## src/rtl/lfsa_pkg.sv

```systemverilog
// Shared types and constants of the LIFO free-list slot allocator.
// Used by every module of the block but lfsa_ram; depends on nothing else.
package lfsa_pkg;

   localparam int SLOT_NUM_W = 9;   // width of a request's slot number
   localparam int COUNT_W    = 9;   // width of the slot count register
   localparam int ADDR_W     = 48;  // width of byte addresses
   localparam int GRANT_W    = 8;   // width of the granted slot id
   localparam int CSR_DATA_W = 48;  // widest configuration register

   typedef enum logic {
      OP_ALLOC = 1'b0,
      OP_FREE  = 1'b1
   } op_type;

   typedef enum logic [1:0] {
      ST_ALLOCATED = 2'd0,
      ST_NONE_FREE = 2'd1,
      ST_FREED     = 2'd2,
      ST_IGNORED   = 2'd3
   } status_type;

   typedef enum logic {
      REG_SLOTS_IN_USE = 1'b0,
      REG_BASE_ADDRESS = 1'b1
   } csr_index_type;

   // One classified request as it waits between the front and the back.
   typedef struct packed {
      op_type                  op;
      logic [SLOT_NUM_W-1:0]   slot;
      logic                    in_range;
   } item_type;

endpackage

```

## src/rtl/lfsa_ram.sv

```systemverilog
// Generic simple dual-port RAM: one write port, one read port with registered data.
// Stand-alone; no package dependency.
module lfsa_ram #(
   parameter int WIDTH = 10,
   parameter int DEPTH = 256,
   localparam int AW   = (DEPTH > 1) ? $clog2(DEPTH) : 1
) (
   input  logic                  clock,
   input  logic                  wr_en,
   input  logic [AW-1:0]         wr_addr,
   input  logic [WIDTH-1:0]      wr_data,
   input  logic                  rd_en,
   input  logic [AW-1:0]         rd_addr,
   output logic [WIDTH-1:0]      rd_data
);

   logic [WIDTH-1:0] mem_ff [DEPTH];
   logic [WIDTH-1:0] rd_data_ff;

   always_ff @(posedge clock) begin
      if (wr_en) begin
         mem_ff[wr_addr] <= wr_data;
      end
      if (rd_en) begin
         rd_data_ff <= mem_ff[rd_addr];
      end
   end

   assign rd_data = rd_data_ff;

endmodule

```

## src/rtl/lfsa_front.sv

```systemverilog
// Request front end: accepts request beats and classifies them for the back end.
// Depends on lfsa_pkg.
module lfsa_front import lfsa_pkg::*; #(
   parameter int HEAD_W = 9
) (
   input  logic                  req_tvalid,
   output logic                  req_tready,
   input  logic [15:0]           req_tdata,   // [8:0] slot_number
   input  logic                  req_tuser,   // [0] operation
   input  logic [HEAD_W-1:0]     count,
   input  logic                  q_full,
   output logic                  q_push,
   output item_type              q_item
);

   logic [SLOT_NUM_W-1:0] slot;

   assign slot       = req_tdata[SLOT_NUM_W-1:0];
   assign req_tready = !q_full;
   assign q_push     = req_tvalid && !q_full;

   // The range check is done here so the back end only has to look at the
   // free flag of slots that exist.
   always_comb begin
      q_item.op       = op_type'(req_tuser);
      q_item.slot     = slot;
      q_item.in_range = ({1'b0, slot} < (SLOT_NUM_W+1)'(count));
   end

endmodule

```

## src/rtl/lfsa_queue.sv

```systemverilog
// Two-entry queue that decouples the request front end from the list back end.
// Depends on lfsa_pkg.
module lfsa_queue import lfsa_pkg::*; (
   input  logic      clock,
   input  logic      reset,
   input  logic      push,
   input  item_type  push_item,
   output logic      full,
   input  logic      pop,
   output logic      valid,
   output item_type  head_item
);

   localparam int QDEPTH = 2;
   localparam int PTR_W  = $clog2(QDEPTH);

   item_type               entry_ff [QDEPTH];
   logic [PTR_W-1:0]       wr_ptr_ff, wr_ptr_in;
   logic [PTR_W-1:0]       rd_ptr_ff, rd_ptr_in;
   logic [PTR_W:0]         fill_ff, fill_in;

   assign full      = (fill_ff == (PTR_W+1)'(QDEPTH));
   assign valid     = (fill_ff != '0);
   assign head_item = entry_ff[rd_ptr_ff];

   always_comb begin
      wr_ptr_in = push ? PTR_W'(wr_ptr_ff + 1'b1) : wr_ptr_ff;
      rd_ptr_in = pop  ? PTR_W'(rd_ptr_ff + 1'b1) : rd_ptr_ff;
      fill_in   = fill_ff;
      if (push && !pop) begin
         fill_in = (PTR_W+1)'(fill_ff + 1'b1);
      end else if (pop && !push) begin
         fill_in = (PTR_W+1)'(fill_ff - 1'b1);
      end
   end

   always_ff @(posedge clock) begin
      if (reset) begin
         wr_ptr_ff <= '0;
         rd_ptr_ff <= '0;
         fill_ff   <= '0;
      end else begin
         wr_ptr_ff <= wr_ptr_in;
         rd_ptr_ff <= rd_ptr_in;
         fill_ff   <= fill_in;
      end
   end

   always_ff @(posedge clock) begin
      if (push) begin
         entry_ff[wr_ptr_ff] <= push_item;
      end
   end

endmodule

```

## src/rtl/lfsa_back.sv

```systemverilog
// List back end: keeps the free-list head, the fresh-slot mark and the link/flag
// memory, executes one request at a time and holds the response register.
// Depends on lfsa_pkg and lfsa_ram.
module lfsa_back import lfsa_pkg::*; #(
   parameter int LIST_DEPTH  = 256,
   parameter int IDX_W       = 8,
   parameter int HEAD_W      = 9,
   parameter int CHUNK_BYTES = 65536
) (
   input  logic                  clock,
   input  logic                  reset,
   input  logic                  rebuild,
   input  logic [HEAD_W-1:0]     count,
   input  logic [ADDR_W-1:0]     base,
   input  logic                  q_valid,
   input  item_type              q_item,
   output logic                  q_pop,
   output logic                  rsp_tvalid,
   input  logic                  rsp_tready,
   output logic [55:0]           rsp_tdata,   // [7:0] granted_slot, [55:8] slot_address
   output logic [1:0]            rsp_tuser    // [1:0] status
);

   localparam int CHUNK_W = $clog2(CHUNK_BYTES + 1);
   localparam logic [CHUNK_W-1:0] CHUNK_VAL = CHUNK_W'(CHUNK_BYTES);
   localparam int PROD_W  = HEAD_W + CHUNK_W;
   localparam int ENTRY_W = 1 + HEAD_W;   // {free flag, next link}

   typedef enum logic [2:0] {
      BK_IDLE = 3'b001,
      BK_LOOK = 3'b010,
      BK_EXEC = 3'b100
   } back_state_type;

   back_state_type         state_ff, state_in;
   item_type               cur_ff;
   logic [HEAD_W-1:0]      head_ff, head_in;
   logic [HEAD_W-1:0]      bump_ff, bump_in;
   logic [PROD_W-1:0]      prod_ff, prod_in;
   logic                   rsp_valid_ff;
   status_type             rsp_status_ff, status_in;
   logic [GRANT_W-1:0]     rsp_grant_ff, grant_in;
   logic [ADDR_W-1:0]      rsp_addr_ff, addr_in;

   logic                   ram_we;
   logic [IDX_W-1:0]       ram_waddr;
   logic [ENTRY_W-1:0]     ram_wdata;
   logic [IDX_W-1:0]       ram_raddr;
   logic [ENTRY_W-1:0]     ram_rdata;

   logic                   commit;
   logic                   empty;
   logic                   fresh_alloc;
   logic                   slot_free;
   logic                   rd_flag;
   logic [HEAD_W-1:0]      rd_link;
   logic [HEAD_W-1:0]      cur_slot;

   lfsa_ram #(
      .WIDTH (ENTRY_W),
      .DEPTH (LIST_DEPTH)
   ) u_link_ram (
      .clock   (clock),
      .wr_en   (ram_we),
      .wr_addr (ram_waddr),
      .wr_data (ram_wdata),
      .rd_en   (q_pop),
      .rd_addr (ram_raddr),
      .rd_data (ram_rdata)
   );

   assign q_pop     = (state_ff == BK_IDLE) && q_valid;
   assign ram_raddr = (q_item.op == OP_ALLOC) ? head_ff[IDX_W-1:0]
                                              : q_item.slot[IDX_W-1:0];

   assign rd_flag  = ram_rdata[ENTRY_W-1];
   assign rd_link  = ram_rdata[HEAD_W-1:0];
   assign cur_slot = HEAD_W'(cur_ff.slot);

   assign commit      = (state_ff == BK_EXEC) && (!rsp_valid_ff || rsp_tready);
   assign empty       = (head_ff >= count);
   // Slots at or above the fresh mark have never left the list since the
   // last rebuild: they are free and their link is simply the next id.
   assign fresh_alloc = (head_ff >= bump_ff);
   assign slot_free   = (cur_ff.slot >= SLOT_NUM_W'(bump_ff)) || rd_flag;

   assign prod_in = PROD_W'(head_ff) * PROD_W'(CHUNK_VAL);

   always_comb begin
      unique case (state_ff)
         BK_IDLE: state_in = q_pop ? BK_LOOK : BK_IDLE;
         BK_LOOK: state_in = BK_EXEC;
         BK_EXEC: state_in = commit ? BK_IDLE : BK_EXEC;
         default: state_in = BK_IDLE;
      endcase
   end

   always_comb begin
      head_in   = head_ff;
      bump_in   = bump_ff;
      ram_we    = 1'b0;
      ram_waddr = head_ff[IDX_W-1:0];
      ram_wdata = {1'b0, head_ff};
      status_in = ST_IGNORED;
      grant_in  = '0;
      addr_in   = '0;
      if (cur_ff.op == OP_ALLOC) begin
         if (empty) begin
            status_in = ST_NONE_FREE;
         end else begin
            status_in = ST_ALLOCATED;
            grant_in  = GRANT_W'(head_ff);
            addr_in   = base + ADDR_W'(prod_ff);
            ram_we    = commit;
            if (fresh_alloc) begin
               head_in = HEAD_W'(head_ff + 1'b1);
               bump_in = HEAD_W'(bump_ff + 1'b1);
            end else begin
               head_in = rd_link;
            end
         end
      end else if (cur_ff.in_range && !slot_free) begin
         status_in = ST_FREED;
         ram_we    = commit;
         ram_waddr = cur_ff.slot[IDX_W-1:0];
         ram_wdata = {1'b1, head_ff};
         head_in   = cur_slot;
      end
   end

   always_ff @(posedge clock) begin
      if (reset) begin
         state_ff     <= BK_IDLE;
         head_ff      <= '0;
         bump_ff      <= '0;
         rsp_valid_ff <= 1'b0;
      end else begin
         state_ff <= state_in;
         if (rebuild) begin
            head_ff <= '0;
            bump_ff <= '0;
         end else if (commit) begin
            head_ff <= head_in;
            bump_ff <= bump_in;
         end
         if (commit) begin
            rsp_valid_ff <= 1'b1;
         end else if (rsp_tready) begin
            rsp_valid_ff <= 1'b0;
         end
      end
   end

   always_ff @(posedge clock) begin
      if (q_pop) begin
         cur_ff <= q_item;
      end
      if (state_ff == BK_LOOK) begin
         prod_ff <= prod_in;
      end
      if (commit) begin
         rsp_status_ff <= status_in;
         rsp_grant_ff  <= grant_in;
         rsp_addr_ff   <= addr_in;
      end
   end

   assign rsp_tvalid = rsp_valid_ff;
   assign rsp_tdata  = {rsp_addr_ff, rsp_grant_ff};
   assign rsp_tuser  = rsp_status_ff;

`ifndef NO_ASSERTIONS
   a_head_bound: assert property (@(posedge clock) disable iff (reset)
      head_ff <= count)
      else $error("free-list head beyond the slot count");

   a_bump_bound: assert property (@(posedge clock) disable iff (reset)
      bump_ff <= count)
      else $error("fresh-slot mark beyond the slot count");

   a_alloc_moves_head: assert property (@(posedge clock) disable iff (reset)
      commit && cur_ff.op == OP_ALLOC && !empty |=> head_ff != $past(head_ff))
      else $error("allocation left the head in place");
`endif

endmodule

```

## src/rtl/lifo_free_list_slot_allocator.sv

```systemverilog
// Top level of the LIFO free-list slot allocator.
// Depends on lfsa_pkg, lfsa_front, lfsa_queue and lfsa_back (with lfsa_ram).
//
// The block hands out and takes back fixed-size slots of a shared region.
// A request beat carries the operation in req_tuser (0 allocate, 1 free) and
// the slot number in req_tdata; every request gives exactly one response beat
// with the status in rsp_tuser and the granted slot and its byte address
// (base_address + slot * CHUNK_BYTES, wrapped to 48 bits) in rsp_tdata.
// Freed slots go back on top of the list, so the most recently freed slot is
// the next one granted. Out-of-range and double frees are reported and change
// nothing. Writing slots_in_use (a value of zero acts as one, a value above
// MAX_SLOTS acts as MAX_SLOTS) rebuilds the list: no clearing pass is
// needed, because a fresh-slot mark tracks which slots have never been
// handed out since the rebuild, and only entries below that mark are ever
// taken from the link memory. A request passes three back-end states
// (queue pop and memory read, read data and address multiply, then
// commit), and the back end takes no new request until the last one has
// committed, since each request must see the registered read of the
// link/flag memory before it updates the list. On its way to rsp_tvalid a
// request passes the queue entry, cur_ff and the response register. The
// front end keeps taking requests into a two-entry queue, until it is full,
// while a response waits in its output register.
module lifo_free_list_slot_allocator import lfsa_pkg::*; #(
   parameter int MAX_SLOTS   = 256,
   parameter int CHUNK_BYTES = 65536
) (
   input  logic                     clock,
   input  logic                     reset,
   input  logic                     req_tvalid,
   output logic                     req_tready,
   input  logic [15:0]              req_tdata,   // [8:0] slot_number
   input  logic                     req_tuser,   // [0] operation
   output logic                     rsp_tvalid,
   input  logic                     rsp_tready,
   output logic [55:0]              rsp_tdata,   // [7:0] granted_slot, [55:8] slot_address
   output logic [1:0]               rsp_tuser,   // [1:0] status
   input  logic                     csr_we,
   input  logic [0:0]               csr_index,
   input  logic [CSR_DATA_W-1:0]    csr_wdata
);

   // The slot count register is nine bits wide, so no more than 511 slots
   // can ever be in use, whatever MAX_SLOTS says.
   localparam int LIST_DEPTH = (MAX_SLOTS < 511) ? MAX_SLOTS : 511;
   localparam int IDX_W      = (LIST_DEPTH > 1) ? $clog2(LIST_DEPTH) : 1;
   localparam int HEAD_W     = $clog2(LIST_DEPTH + 1);
   localparam logic [COUNT_W:0]   DEPTH_LIM   = (COUNT_W+1)'(LIST_DEPTH);
   localparam logic [COUNT_W-1:0] RESET_SLOTS = COUNT_W'(256);

   logic [HEAD_W-1:0]      count_ff, count_in;
   logic [ADDR_W-1:0]      base_ff;
   logic [COUNT_W-1:0]     count_raw;
   logic [COUNT_W:0]       count_clamped;
   logic                   rebuild;

   logic                   q_full;
   logic                   q_push;
   item_type               q_push_item;
   logic                   q_valid;
   logic                   q_pop;
   item_type               q_head_item;

   // The effective count is clamped once, when it is written, so the rest of
   // the block only ever sees a count between one and the list depth.
   assign count_raw = reset ? RESET_SLOTS : csr_wdata[COUNT_W-1:0];

   always_comb begin
      count_clamped = {1'b0, count_raw};
      if (count_raw == '0) begin
         count_clamped = (COUNT_W+1)'(1);
      end else if (count_clamped > DEPTH_LIM) begin
         count_clamped = DEPTH_LIM;
      end
      count_in = HEAD_W'(count_clamped);
   end

   assign rebuild = csr_we && (csr_index_type'(csr_index) == REG_SLOTS_IN_USE);

   always_ff @(posedge clock) begin
      if (reset) begin
         count_ff <= count_in;
         base_ff  <= '0;
      end else if (csr_we) begin
         unique case (csr_index_type'(csr_index))
            REG_SLOTS_IN_USE: count_ff <= count_in;
            REG_BASE_ADDRESS: base_ff  <= csr_wdata[ADDR_W-1:0];
            default: ;
         endcase
      end
   end

   lfsa_front #(
      .HEAD_W (HEAD_W)
   ) u_front (
      .req_tvalid (req_tvalid),
      .req_tready (req_tready),
      .req_tdata  (req_tdata),
      .req_tuser  (req_tuser),
      .count      (count_ff),
      .q_full     (q_full),
      .q_push     (q_push),
      .q_item     (q_push_item)
   );

   lfsa_queue u_queue (
      .clock     (clock),
      .reset     (reset),
      .push      (q_push),
      .push_item (q_push_item),
      .full      (q_full),
      .pop       (q_pop),
      .valid     (q_valid),
      .head_item (q_head_item)
   );

   lfsa_back #(
      .LIST_DEPTH  (LIST_DEPTH),
      .IDX_W       (IDX_W),
      .HEAD_W      (HEAD_W),
      .CHUNK_BYTES (CHUNK_BYTES)
   ) u_back (
      .clock      (clock),
      .reset      (reset),
      .rebuild    (rebuild),
      .count      (count_ff),
      .base       (base_ff),
      .q_valid    (q_valid),
      .q_item     (q_head_item),
      .q_pop      (q_pop),
      .rsp_tvalid (rsp_tvalid),
      .rsp_tready (rsp_tready),
      .rsp_tdata  (rsp_tdata),
      .rsp_tuser  (rsp_tuser)
   );

endmodule
```

## config.mk

```make
export PLATFORM = sky130hd
export DESIGN_NAME = lifo_free_list_slot_allocator
export DESIGN_NICKNAME = d
export VERILOG_FILES = /design/src/rtl/lfsa_pkg.sv /design/src/rtl/lfsa_ram.sv /design/src/rtl/lfsa_front.sv /design/src/rtl/lfsa_queue.sv /design/src/rtl/lfsa_back.sv /design/src/rtl/lifo_free_list_slot_allocator.sv
export SDC_FILE = /design/constraint.sdc
export NUM_CORES = 2
export LEC_CHECK = 0
export BUFFER_PORTS_ARGS = -buffer_cell sky130_fd_sc_hd__buf_2
export CORE_MARGIN = 1.5
export CORE_UTILIZATION = 60
export CTS_BUF_LIST = sky130_fd_sc_hd__clkbuf_2 sky130_fd_sc_hd__clkbuf_4 sky130_fd_sc_hd__clkbuf_8
export DETAILED_ROUTE_END_ITERATION = 7
export PLACE_DENSITY = 0.76
export SLEW_MARGIN = 20
export SYNTH_ARGS = -nofsm -noshare
export SYNTH_HDL_FRONTEND = slang
export SYNTH_SLANG_ARGS = --single-unit
```

## constraint.sdc

```tcl
create_clock -name clock -period 18.1 [get_ports clock]
set_input_delay 1.81 -clock clock [delete_from_list [all_inputs] [get_ports clock]]
set_output_delay 1.81 -clock clock [all_outputs]
set_load 0.05 [all_outputs]
```

Yosys cells after proc, flatten, opt, wreduce, memory -nomap -nowiden --
Memory sizes are Yosys's and may differ from the RTL's. A register that Yosys moved wholly into a read port is not among the register bits. Cells that the tools add are included.
Word-level totals: flip-flop bits (word level) 161, RAM bits 2582, bits of input ports 71, output and inout port bits 60, logic and storage cells 99, memories kept 2
Cells by class: add/sub/neg operators 7, $lt $le $gt $ge 5, equality and inequality tests 7, mux-type cells 34, bitwise logic cells 3, reduce and logical (&&, ||, !) cells 25
Memory list:
- u_back.u_link_ram.mem_ff | depth 256, width 10, rd ports 1, clocked after memory_dff 1, write ports 1, line lfsa_ram.sv:17 | logic [WIDTH-1:0] mem_ff [DEPTH];
- u_queue.entry_ff | depth 2, width 11, rd ports 1, clocked after memory_dff 1, write ports 1, line lfsa_queue.sv:17 | item_type entry_ff [QDEPTH];
Operators by type and width (count):
- $mux W9 | 10
- $add A48 B25 Y48 | 1
- $ge A9 B9 Y1 | 3
- $mux W8 | 3
- $mux W10 | 2
- $add A9 B1 Y9 const B | 2
- $mux W1 | 13
- $gt A9 B9 Y1 const B | 1
- $logic_not A9 Y1 | 1
- $lt A9 B9 Y1 | 1
- $pmux W3 S3 | 1
- $mux W2 | 4
- $reduce_bool A2 Y1 | 4
- $logic_and A1 B1 Y1 | 7
- $logic_not A1 Y1 | 5
- $ne A2 B2 Y1 const B | 2
- $reduce_and A2 Y1 | 2
- $reduce_and A4 Y1 | 1
- $reduce_or A2 Y1 | 2
- $eq A3 B1 Y1 const B | 1
- $eq A3 B2 Y1 const B | 1
- $eq A3 B3 Y1 const B | 1
- $mux W3 | 1
- $not A1 Y1 | 3
- 7 further kinds | 9

Depth between registers and ports, before layout --
depth after elaboration 8, gate-level depth with buffers 17, depth with buffers taken out 12

Modules after synthesis --
From an unflattened synthesis, not the netlist that was laid out.
Unflattened totals: cell total of the unflattened synthesis 5546, area total of the unflattened synthesis 109412.4 um2
By module, submodules not included:
- lfsa_ram | instances 1, cells each 4642, area each 99354.0 um2, sequential area each 77174.0 um2
- lfsa_back | instances 1, cells each 556, area each 5755.5 um2, sequential area each 2782.7 um2
- lifo_free_list_slot_allocator | instances 1, cells each 250, area each 3010.4 um2, sequential area each 1231.2 um2
- lfsa_queue | instances 1, cells each 56, area each 999.7 um2, sequential area each 760.7 um2
- lfsa_front | instances 1, cells each 42, area each 292.8 um2, sequential area each 0.0 um2

Worst setup path after synthesis --
OpenSTA, ideal clock, no wires.
path kind input -> register, start point in rsp_tready, end point mem u_back.u_link_ram.mem_ff[173][0] (enable), library setup time 0.376 ns, data arrival time 9.143 ns, required time 17.724 ns, setup slack 8.580 ns, cell stages on the path 5, path buffers 0, cell sequence nand2b_1 nor3b_1 o21ai_0 or4b_2 nor2_1
On the way: cells in the longest elaborated chain, start to end 6, elaborated cells between the ends (all ways) 7, classes of those cells mux: 5; reduce/logical: 2
Ends and longest elaborated chain:
- start, declared | line lifo_free_list_slot_allocator.sv:34 | input logic rsp_tready,
- $logic_or A1 B1 Y1 * | line lfsa_back.sv:80 | assign commit = (state_ff == BK_EXEC) && (!rsp_valid_ff || rsp_tready);
- $logic_and A1 B1 Y1 * | line lfsa_back.sv:80
- net u_back.commit | line lfsa_back.sv:51 | logic commit;
- $mux W1, on equally long branches | line lfsa_back.sv:108, lfsa_back.sv:122
- $mux W1 * | line lfsa_back.sv:107 | if (cur_ff.op == OP_ALLOC) begin
- $mux W1 * | line lfsa_ram.sv:21 | if (wr_en) begin
- $mux W1 (implied by the code) * | line lfsa_ram.sv:22 | mem_ff[wr_addr] <= wr_data;
- end, declared | line lfsa_ram.sv:17
Mark *: on every way through the listed nets, which the timed path passes. The rest lies on a longest branch.

==> reports/qor.csv <==
metric,value,unit
Max Clock Freq,0.141,GHz
Commonest cells post-synth,"edfxtp_1 (2,679), nand2_1 (2,121), nand3_1 (788), a21oi_1 (388), nor2_1 (365)",
Rows,157,
leading area contributor after synthesis,edfxtp_1,
synth unique cells,77,
Yosys warning total,0,
routed wire length,320000,um
final instance area,0.122,mm2
dpl cell area,0.113,mm2
nets,8639,
sw frac,0.331,
crit end category,flip-flop,
final setup vio count,0,
Post-CTS Setup Inserts,0,
vias in the first global route,70300,
placer congestion estimate,0.895,
WS Path Type,flip-flop to flip-flop,
Least-Margin Pin Slew,1.25,ns
final setup TNS,0,ns
DRT Pass-1 Iters,7,
clock share of power,0.318,
Net Sw Power,0.00525,W
largest net degree at the start of global routing,153,
"Max FO, Critical Path",104,
Initial DRC Count,11700,
data arrival time of the critical path,7.88,ns
LEAKAGE,42.3,nW
synthesis-to-layout area growth,10.2,%
RSZ-0062 raised after global routing,false,
Post-Syn Area,0.110,mm2
antenna violations before repair,20,
# clock sinks,2754,
Async SR Flop Fraction,0,
Die ar.,0.187,mm2
hold_buf cts,0,
Startpoint Class,flip-flop,
All-Layer GR Usage,0.339,
"Avg Cell Area, Syn",13.3,um2
DRC viols,0,
worst path required time,18.91,ns
"Clk Latency, worst-skew pair",1.11,ns
Fin. Hold Viols,0,
status,"finished, final reports clean",
TritonCTS Buffers,436,
ys flop type,edfxtp_1,
Post-synth EDFFs,2679,
fin crit share,0.391,
fillers,12500,
# IOs,131,
Synth top area share,0.728,
Hold WC Path Type,flip-flop to flip-flop,
core box area,0.183,mm2
Period minus WS final,7.07,ns
internal power,0.0106,W
height of the die,432,um
number of H-tree levels,5,
combinational share of power,0.235,
Vias,73600,
sequential area share after synthesis,0.742,
first-pass GRT wire length,461000,um
Via density,6.51,
Detail Placement HPWL,187000,um
Detail Route Antenna Nets,0,
max cap viols,0,
CTS tree,built,
CTS Buffer Depth,4,
Slew headroom,0.161,
Syn Inst Count,8301,
clock skew,0.0928,ns
global route overflow,0,
Resized Gates After CTS,0,
Die W,432,um
Clock transition at path regs,0.07,ns
sequential share of power,0.446,
Area contributors post-synth,"edfxtp_1 (73%), nand2_1 (7.2%), nand3_1 (3.6%), mux2i_1 (1.9%), a21oi_1 (1.8%)",
pwr dens,130,mW/mm2
clock root buffer,clkbuf_8,
I/O Buffers,123,
"IR drop worst, VDD",0.000143,V
Seq cells post-synth,2754,
final std cells w/o fill,11300,
Initial Util,0.603,
Placed Instances,10500,
synthesized net count,8422,
share of layout cells above drive strength 1,0.129,
Slew Limit Fails,0,
top-count cell post-synth,edfxtp_1,
routed len/inst,28.3,um
power groups by stage:
| stage | sequential (W) | clock (W) | combinational (W) |
|---|---|---|---|
| after floorplan | 0.00719 | 0 | 0.00232 |
| after global placement | 0.00721 | 0 | 0.00352 |
| after detailed placement | 0.00721 | 0 | 0.00359 |
| after CTS | 0.00708 | 0.00505 | 0.00360 |
| after global routing | 0.00708 | 0.00531 | 0.00387 |
| final | 0.00708 | 0.00505 | 0.00373 |
state kept, by name, indices dropped and copies added (netlist names), named ones only:
name,count
u_back.state_ff,3
u_back.prod_ff,9
u_queue.fill_ff,2
u_back.rsp_tuser,2
u_queue.entry_ff,22
u_back.rsp_tvalid,1
u_back.bump_ff,9
base_ff,48
u_back.rsp_grant_ff,8
u_back.rsp_addr_ff,48
u_back.cur_ff,2
count_ff,9
u_queue.rd_ptr_ff,1
u_back.u_link_ram.rd_data,10
u_back.cur_slot,9
u_back.u_link_ram.mem_ff,2560
u_back.head_ff,9
u_queue.wr_ptr_ff,1
critical path, cell delays in order, from the launching register on:
cell	delay, ns
edfxtp_1	0.77
mux2i_4	0.31
inv_4	0.23
o211a_4	0.52
buf_12	0.50
buf_4	0.66
nor3_2	0.09
buf_4	0.26
a32oi_1	0.24
nand4_1	0.10
o21ai_0	0.55
a21boi_0	0.99
nand4_1	0.53
nor4_1	0.83
worst paths after layout:
kind	from	to	slack, ns	cells after the start
min reg2reg	base_ff[4]$_SDFFE_PP0P_	base_ff[4]$_SDFFE_PP0P_	0.45	2
max reg2reg	u_queue.entry_ff[0][10]$_DFFE_PP_	u_back.u_link_ram.rd_data[3]$_DFFE_PP_	11.03	13
min	base_ff[4]$_SDFFE_PP0P_	base_ff[4]$_SDFFE_PP0P_	0.45	2
max	u_queue.entry_ff[0][10]$_DFFE_PP_	u_back.u_link_ram.rd_data[3]$_DFFE_PP_	11.03	13
area by class of cell:
type / count / area [um2] / area share
clock inverters: 146 / 795 / 0.00652
inverters: 34 / 130 / 0.00107
repair buffers: 305 / 2130 / 0.0175
well taps: 2464 / 3080 / 0.0253
flip-flops and latches: 2754 / 82000 / 0.673
multi-input cells: 4987 / 26300 / 0.216
diodes: 7 / 17.5 / 0.000144
clock buffers: 603 / 7330 / 0.0602
logic make-up (layout without fill, tap and decap cells):
kind of cell             after synthesis  in the layout  share of synthesized area
adder cells (fa/ha/maj)               50             50                    0.00573
XOR/XNOR                              37             37                    0.00293
other                                  0              7                          0
AO/OA/AOI/OAI                        961            961                     0.0571
flip-flops                          2754           2754                      0.742
buffers and inverters                560           1088                     0.0249
AND/OR/NAND/NOR                     3698           3698                      0.144
multiplexers                         241            241                     0.0231
per-layer routing:
metal | global-route usage | up-vias | part of all wire
met5 | 0.00182 | - | 0.00054
met2 | 0.510 | 5650 | 0.45
met4 | 0.209 | 20 | 0.067
met3 | 0.0928 | 1158 | 0.14
met1 | 0.443 | 35500 | 0.35
li1 | - | 31300 | -
layout by cell type, fill, tap and decap left out, types with 12 or more instances in the layout:
cell and count:
clkbuf_8 448, a2111oi_0 20, nand4_1 167, a211oi_1 43
clkinv_2 32, dfxtp_1 66, o2111ai_1 14, xor2_1 19
clkinv_1 97, o21ai_0 63, o211ai_1 32, edfxtp_1 2679
nor2_2 64, o221ai_1 13, nand3_1 786, a22oi_1 26
nor2b_1 18, a31oi_1 95, and2_1 34, o22ai_1 20
nor2_1 295, mux2_2 24, nor4_1 23, a32oi_1 105
mux2i_1 207, inv_1 33, nor3_1 38, clkbuf_4 155
or2_2 17, a221oi_1 25, xnor2_1 18, buf_4 169
nor4_2 12, a21oi_1 388, a21o_1 18, nand2_1 2120
buf_2 123, nand2b_1 16, ha_1 49, and3_1 44
stage by stage:
step	setup WS (ns)	hold slack [ns]	utilization	power [W]
5_1_grt	11.06	0.483	0.665	0.0163
3_3_place_gp	11.42	0.438	0.619	0.0107
2_1_floorplan	8.58	0.432	-	0.00951
3_5_place_dp	11.32	0.446	0.620	0.0108
4_1_cts	11.32	0.454	0.664	0.0157
6_report	11.03	0.453	0.665	0.0159
No activity file was read; power rests on OpenSTA's default activity.
